--- src/hw/rtl/lps_pkg.sv ---
// shared types, constants and codes for the five channel led pulse serializer
package lps_pkg;

  localparam int MAX_PIXELS = 256;
  localparam int PIX_AW = (MAX_PIXELS > 1) ? $clog2(MAX_PIXELS) : 1;
  localparam int CMP_W = ((PIX_AW + 1 > 9) ? PIX_AW + 1 : 9) + 1;
  localparam int WORD_W = 40;
  localparam int TICK_W = 16;

  localparam logic [8:0] RST_PIXEL_COUNT = 9'd1;
  localparam logic [7:0] RST_T0_HIGH = 8'd3;
  localparam logic [7:0] RST_T0_LOW = 8'd10;
  localparam logic [7:0] RST_T1_HIGH = 8'd7;
  localparam logic [7:0] RST_T1_LOW = 8'd6;
  localparam logic [15:0] RST_LATCH_LOW = 16'd3000;

  typedef enum logic [1:0] {
    OP_SET   = 2'd0,
    OP_SEND  = 2'd1,
    OP_TICK  = 2'd2,
    OP_CLEAR = 2'd3
  } op_t;

  typedef enum logic [1:0] {
    STS_OK    = 2'd0,
    STS_RANGE = 2'd1,
    STS_BUSY  = 2'd2
  } status_t;

  typedef enum logic [2:0] {
    REG_PIXEL_COUNT = 3'd0,
    REG_T0_HIGH     = 3'd1,
    REG_T0_LOW      = 3'd2,
    REG_T1_HIGH     = 3'd3,
    REG_T1_LOW      = 3'd4,
    REG_LATCH_LOW   = 3'd5
  } reg_idx_t;

  typedef enum logic [2:0] {
    S_IDLE,
    S_HIGH,
    S_LOW,
    S_LATCH,
    S_LOAD
  } state_t;

  typedef struct packed {
    logic    tick_inc;
    logic    tick_clr;
    logic    shift;
    logic    bit_inc;
    logic    bit_clr;
    logic    byte_inc;
    logic    byte_clr;
    logic    pix_inc;
    logic    pix_clr;
    logic    rd_en;
    logic    rd_first;
    logic    rd_clear;
    logic    load_word;
    logic    clr_set;
    logic    clr_val;
    logic    clr_drop;
    logic    wr_en;
    logic    out_load;
    logic    out_level;
    logic    out_busy;
    status_t out_status;
  } lps_cmd_t;

  typedef struct packed {
    logic high_done;
    logic low_done;
    logic latch_done;
    logic bit_last;
    logic byte_last;
    logic pix_last;
    logic idx_bad;
    logic clearing;
    logic out_valid;
  } lps_stat_t;

endpackage

--- src/hw/rtl/lps_ctrl.sv ---
// controller: frame phase state machine and request handling
module lps_ctrl (
  input  logic               clk,
  input  logic               rst_n,
  input  logic               in_valid,
  input  logic [1:0]         in_op,
  input  logic               out_stall,
  input  lps_pkg::lps_stat_t stat,
  output logic               in_stall,
  output lps_pkg::lps_cmd_t  cmd
);
  import lps_pkg::*;

  state_t state_r, state_nxt;
  logic   in_fire;
  op_t    op;

  always_ff @(posedge clk) begin
    if (!rst_n) begin
      state_r <= S_IDLE;
    end else begin
      state_r <= state_nxt;
    end
  end

  assign op = op_t'(in_op);

  always_comb begin
    in_stall  = (state_r == S_LOAD) || (stat.out_valid && out_stall);
    in_fire   = in_valid && !in_stall;
    state_nxt = state_r;
    cmd       = '0;
    cmd.out_status = STS_OK;
    cmd.out_load   = in_fire;

    case (state_r)
      S_IDLE: begin
        if (in_fire) begin
          case (op)
            OP_SET: begin
              if (stat.idx_bad) begin
                cmd.out_status = STS_RANGE;
              end else begin
                cmd.wr_en = 1'b1;
              end
            end
            OP_SEND, OP_CLEAR: begin
              cmd.out_busy = 1'b1;
              cmd.rd_en    = 1'b1;
              cmd.rd_first = 1'b1;
              cmd.rd_clear = (op == OP_CLEAR);
              cmd.clr_set  = 1'b1;
              cmd.clr_val  = (op == OP_CLEAR);
              cmd.pix_clr  = 1'b1;
              cmd.byte_clr = 1'b1;
              cmd.bit_clr  = 1'b1;
              cmd.tick_clr = 1'b1;
              state_nxt    = S_LOAD;
            end
            default: ;
          endcase
        end
      end
      S_LOAD: begin
        cmd.load_word = 1'b1;
        state_nxt     = S_HIGH;
      end
      S_HIGH, S_LOW, S_LATCH: begin
        if (in_fire) begin
          cmd.out_busy = 1'b1;
          if (op != OP_TICK) begin
            cmd.out_status = STS_BUSY;
          end else begin
            case (state_r)
              S_HIGH: begin
                cmd.out_level = 1'b1;
                if (stat.high_done) begin
                  cmd.tick_clr = 1'b1;
                  state_nxt    = S_LOW;
                end else begin
                  cmd.tick_inc = 1'b1;
                end
              end
              S_LOW: begin
                if (stat.low_done) begin
                  cmd.shift    = 1'b1;
                  cmd.tick_clr = 1'b1;
                  state_nxt    = S_HIGH;
                  if (!stat.bit_last) begin
                    cmd.bit_inc = 1'b1;
                  end else begin
                    cmd.bit_clr = 1'b1;
                    if (!stat.byte_last) begin
                      cmd.byte_inc = 1'b1;
                    end else begin
                      cmd.byte_clr = 1'b1;
                      if (stat.pix_last) begin
                        state_nxt = S_LATCH;
                      end else begin
                        cmd.pix_inc  = 1'b1;
                        cmd.rd_en    = 1'b1;
                        cmd.rd_clear = stat.clearing;
                        state_nxt    = S_LOAD;
                      end
                    end
                  end
                end else begin
                  cmd.tick_inc = 1'b1;
                end
              end
              default: begin
                if (stat.latch_done) begin
                  cmd.tick_clr = 1'b1;
                  cmd.clr_drop = 1'b1;
                  state_nxt    = S_IDLE;
                end else begin
                  cmd.tick_inc = 1'b1;
                end
              end
            endcase
          end
        end
      end
      default: begin
        state_nxt = S_IDLE;
      end
    endcase
  end

endmodule
--- config.mk ---
export PLATFORM = sky130hd
export DESIGN_NAME = lps_ctrl
export DESIGN_NICKNAME = d
export VERILOG_FILES = /design/src/hw/rtl/lps_pkg.sv /design/src/hw/rtl/lps_ctrl.sv
export SDC_FILE = /design/constraint.sdc
export NUM_CORES = 1
export LEC_CHECK = 0
export ABC_AREA = 0
export ABC_CLOCK_PERIOD_IN_PS = 1600
export BUFFER_PORTS_ARGS = -buffer_cell sky130_fd_sc_hd__clkbuf_2
export CAP_MARGIN = 20
export CORE_AREA = 2 2 39 41
export CTS_BUF_LIST = sky130_fd_sc_hd__clkbuf_16
export CTS_CLUSTER_SIZE = 24
export DETAILED_ROUTE_END_ITERATION = 8
export DIE_AREA = 0 0 41 43
export GPL_TIMING_DRIVEN = 0
export PLACE_DENSITY = 0.81
export SKIP_LAST_GASP = 1
export SLEW_MARGIN = 20
export SYNTH_ARGS = -nofsm -noshare
export SYNTH_HDL_FRONTEND = slang
export SYNTH_SLANG_ARGS = --single-unit
--- constraint.sdc ---
create_clock -name clk -period 1.6 [get_ports clk]
set_clock_uncertainty 0.1 [all_clocks]
set_input_delay 0.16 -clock clk [delete_from_list [all_inputs] [get_ports clk]]
set_output_delay 0.16 -clock clk [all_outputs]
set_load 0.03 [all_outputs]
Word-level counts from Yosys, hierarchy flattened
Cells that the tools add are included.

Bits of input ports: 15. Bits in registers: 3.

Reduce and logical (&&, ||, !) cells: 10. Multiplexer cells: 76. Equal/unequal tests: 14.

Operator list (count): 1-bit two-way mux (41); 3-bit two-way mux (11); 4-bit two-way mux (4); 8-bit two-way mux (2); 2-bit two-way mux (7); 3-bit case mux with 2 select lines (2); 1-bit case mux with 2 select lines (5); 3-bit case mux with 3 select lines (1); 2-bit != test (second input constant) (4); 7-bit two-way mux (1); 7-bit AND reduction (1); 3-bit by 2-bit equality test with 1-bit output (second input constant) (2); 6-bit two-way mux (1); 3-bit != test (second input constant) (2); 4-bit != test (second input constant) (1); 2-bit case mux with 2 select lines (1); 2-bit OR reduction (2); 3-bit by 1-bit equality test with 1-bit output (second input constant) (1); 3-bit equality test (second input constant) (1); 3-bit logical NOT (1); 3-bit OR reduction (1); 2-bit by 1-bit equality test with 1-bit output (second input constant) (1); 2-bit equality test (second input constant) (1); 1-bit logical AND (2); 4 further kinds (4).

Longest topological paths before layout
Word-level depth: 8. Gate-level depth with buffers: 6. Depth with buffers taken out: 6.

Worst setup path after synthesis
Ideal clock, no wire load.

Path kind: register -> output. From: register state_r[1]. To: output cmd[15] (netlist name). Setup slack: -0.254 ns. Arrival: 1.594 ns. Stages on the path, launching flop included: 4. Cells stage by stage: dfxtp_1 -> nand3b_1 -> or4_4 -> o21ai_0.

RTL lines: from (decl) (RTL line lps_ctrl.sv:14) `state_t state_r, state_nxt;`; from (signal assigned) (RTL line lps_ctrl.sv:22) `state_r <= state_nxt;`; to (decl) (RTL line lps_ctrl.sv:10) `output lps_pkg::lps_cmd_t cmd`.

==> out/results.txt <==
The logs give 1 for the depth of the CTS H-tree and 722 um^2 for the placed instance area. The capturing element of the worst setup path is cmd[10]. The logs give 75 for the cell count after synthesis and 0.23 ns for the clock latency on the worst-skew pair.

The register with the most flip-flops in the final layout is state_r. The run finished, with violations left. The largest registers in the layout are state_r: 3 flops. Capturing point of the worst reg2reg path: state_r[2]. The logs give 0 for the number of nets still failing antenna checks after routing and 14 for the placement row count. The first global-routing pass estimated 2860 um of wire.

STA classifies the critical path endpoint as an output port. For the worst setup path, the data required time is 1.34 ns. Stage delay of the slowest cell on the critical path: 0.46 ns.

The startpoint of the lowest-slack register-to-register path was state_r[0]. The number of warnings issued by yosys is 0, and the total standard cell area after synthesis is 487 um^2. The fraction of layout cells with a size suffix above 1 is 62.3%, and the routability congestion estimate is 0.855.

Tracing the worst setup path back leads to its startpoint at state_r[0]. In this run switching power makes up 28.1% of total power. The final reports fail on negative setup slack. Number of optimization iterations in the first detailed-route pass: 4. The core region is 1380 um^2. Summed over all layers, the global routing overflow is 0. The run gives 0.000187 W as the switching power of the nets.

Ranked by instance count, the synthesized netlist is headed by 12 x sky130_fd_sc_hd__nor2_1, 9 x sky130_fd_sc_hd__nand2_1, 4 x sky130_fd_sc_hd__nand2b_1, 4 x sky130_fd_sc_hd__nor3_1. Sequential elements use 12.3% of the synthesized area. The number of antenna violations at the first check in global routing was 0. The root buffer cell chosen for the clock tree is sky130_fd_sc_hd__clkbuf_16. Entering global routing, the biggest net connects 11 pins. The flip-flop count of the largest register after layout was 3; the static leakage was 0.524 nW. The worst register-to-register path has a setup slack of -0.02 ns. The register share of total power came out at 11.7%. Once layout is done, the placed cells without fillers occupy 1050 um^2.

STA puts the critical path data arrival time at 1.57 ns. Buffers placed on the I/O ports in this run total 37. Using the TritonRoute via totals, the vias-per-cell ratio works out to 5.37. The multi-input combinational cell area is 470 um^2.

Relative to the synthesized area, the layout overhead comes to 116%. The floorplan step defined a die boundary enclosing 1760 um^2. The routed length per placed instance was 14.2 um; the vertical extent of the die was 43 um. The path category of the worst min-delay check is in -> reg. The peak ir drop on the vdd network was 0.000597 V; the largest fanout on the critical path was 4. The count of pins over their slew limit is 0. Among the stages of the critical path, the cell type that occurs most often is sky130_fd_sc_hd__clkinv_4. For this run, design rule violations remaining after detail routing come to 0. Setup violations remaining at the end of the flow were counted as 19. The count of routing violations after the opening detailed-route iteration was 14. After clock tree synthesis, the flow added hold-fix buffers numbering 0. The minimum clock period was 1.83 ns; the total detailed-routing wirelength was 1960 um.

Highest-delay cell along the critical path: sky130_fd_sc_hd__or4_4. After layout, the design draws a total of 0.000663 W. The number of buffers created by CTS came out at 3. Sorting the synthesized cells by area gives the leading types as sky130_fd_sc_hd__dfxtp_1 12%, sky130_fd_sc_hd__nor2_1 9.3%, sky130_fd_sc_hd__nand2_1 6.9%. Based on the critical path, the design can be clocked at up to 546 MHz.

The critical path is of the reg -> out type. For this run, asynchronously set or reset flops after synthesis account for 0%. The cell type with the largest total area after synthesis was sky130_fd_sc_hd__dfxtp_1. Synthesis inferred 3 register bits. Prior to clock tree synthesis, the placed netlist has a worst setup slack of -0.181 ns. Counting cells, the worst reg-to-reg path comes to 7. STA classifies the critical path startpoint as a register.

The via count of the first global-routing pass was 687; the number of flops mapped to enable cells by yosys was 0. The all-layer global routing usage is 23.4%, and the number of filler instances in the final layout is 98. The repair_antennas step left the layout with diodes totalling 0.

The initial utilization of the core area, before any placement, comes to 35.2%. For the post-layout worst setup margin, the log shows -0.231 ns. After clock tree synthesis, the clock-pin slew on the worst setup and hold paths is 0.03 ns. Cell internal power was estimated by the tool at 0.000477 W.

The tools report the final layout net count as 138. Setup repair after global routing could not meet its margin everywhere. In this run the power density over the cells is 631 nW/um^2. TritonCTS built the clock tree. Detailed placement ended at an HPWL of 1260 um. The tools report the number of placed I/O pins as 38. In this run, the clock network consumes 60.2% of the power.

The worst-case hold slack is 0.118 ns, and the number of hold violations in the final report is 0. The number of nets in the synthesized netlist was 90. After synthesis, the netlist uses 32 different library cells. The fraction of power consumed by combinational cells was 28.1%; the die boundary width was 41 um. Max-cap violations in this run came to 0.

The dominant synthesized flop cell was sky130_fd_sc_hd__dfxtp_1. The slew at the pin closest to its max-slew limit works out to 0.339 ns. The total number of vias is 741. Counting along the longest clock path gives a buffer depth of 2. Traced cell by cell, the critical path runs through nand3b_1 -> or4_4 -> clkinv_4 -> nand2_4 -> clkinv_4 -> a21o_4 -> buf_8. The per-instance average area after synthesis came out at 6.49 um^2. Among all cell types in the netlist, the one instantiated most often is sky130_fd_sc_hd__nor2_1. The final critical path takes up 114% of the cycle.

The number of sinks on the clock net is 3, and the register area is 66.3 um^2. For the worst slew margin relative to its limit, the log shows 77.2%. The share of Yosys cell area claimed by the top area cell type came out at 12.3%.
==> logic make-up after synthesis <==
group	count (synthesis)	synth area share, %
AOI/OAI and AO/OA	14	20.6
and+or+nand+nor	47	52.4
buffers and inverters	9	10.5
DFF	3	12.3
muxes	2	4.11
==> layout by cell type, fill, tap and decap left out, types with 3 or more instances in the layout <==
cell / count
sky130_fd_sc_hd__nand3b_1: 3
sky130_fd_sc_hd__nor2b_1: 3
sky130_fd_sc_hd__buf_8: 5
sky130_fd_sc_hd__buf_6: 4
sky130_fd_sc_hd__clkbuf_4: 6
sky130_fd_sc_hd__nand2b_1: 4
sky130_fd_sc_hd__nor2_2: 4
sky130_fd_sc_hd__nand2_1: 7
sky130_fd_sc_hd__clkbuf_2: 19
sky130_fd_sc_hd__clkbuf_8: 3
sky130_fd_sc_hd__buf_4: 12
sky130_fd_sc_hd__nor2_1: 6
sky130_fd_sc_hd__clkbuf_16: 3
==> power by group through the flow <==
stage	Sequential, W	Combinational (W)	Clock [W]
CTS	0.0000782	0.000168	0.000393
finish	0.0000773	0.000186	0.000400
detailed placement	0.0000790	0.000147	0
floorplan	0.0000785	0.0000943	0
global route	0.0000774	0.000200	0.000409
global placement	0.0000788	0.000144	0
==> layer usage <==
layer | global-route usage [%] | part of all wire, % | routed length [um] | vias to the layer above
met5 | 0 | 0 | 0 | -
met4 | 12.0 | 2.6 | 51 | 0
met3 | 6.28 | 5.2 | 102 | 6
met2 | 36.6 | 55 | 1070 | 38
met1 | 27.8 | 37 | 731 | 344
li1 | - | - | - | 353
==> layout make-up <==
type                            count  share of cell area [%]
Timing Repair Buffer               43                    32.3
Multi-Input combinational cell     63                    44.8
Clock inverter                      1                   0.357
Buffer                              6                    5.00
Clock buffer                        3                    7.14
Tap cell                           16                    1.90
Inverter                            3                    2.26
Sequential cell                     3                    6.31
==> what timing repair did <==
action	CTS	global route
setup buffers	4	2
pin swaps	2	5
gates cloned	0	0
setup endpoints to repair	22	24
resized for setup	36	31
==> worst min-delay path by stage <==
stage                     startpoint         end  slack (ns)  depth (start not counted)
after floorplan                rst_n  state_r[0]        0.21                          2
after global placement         rst_n  state_r[0]        0.35                          3
after detailed placement       rst_n  state_r[2]        0.37                          2
after CTS                      rst_n  state_r[0]        0.12                          3
after global routing           rst_n  state_r[2]        0.14                          2
final                          rst_n  state_r[2]        0.12                          2
==> critical path, delay by kind of cell (launching register included) <==
family | cells | cell delay (ns)
AOI/OAI and AO/OA | 1 | 0.11
buffers and inverters | 3 | 0.25
DFF | 1 | 0.31
and+or+nand+nor | 3 | 0.68
==> through the flow <==
stage	setup TNS (ns)	std cells	util (%)
finish	-2.65	138	75.9
global route	-3.84	138	75.9
CTS	-2.61	136	69.3
detailed placement	-1.07	128	52.2
global placement	-0.737	128	52.2
floorplan	-0.0684	75	-
No activity file was read; power rests on OpenSTA's default activity.
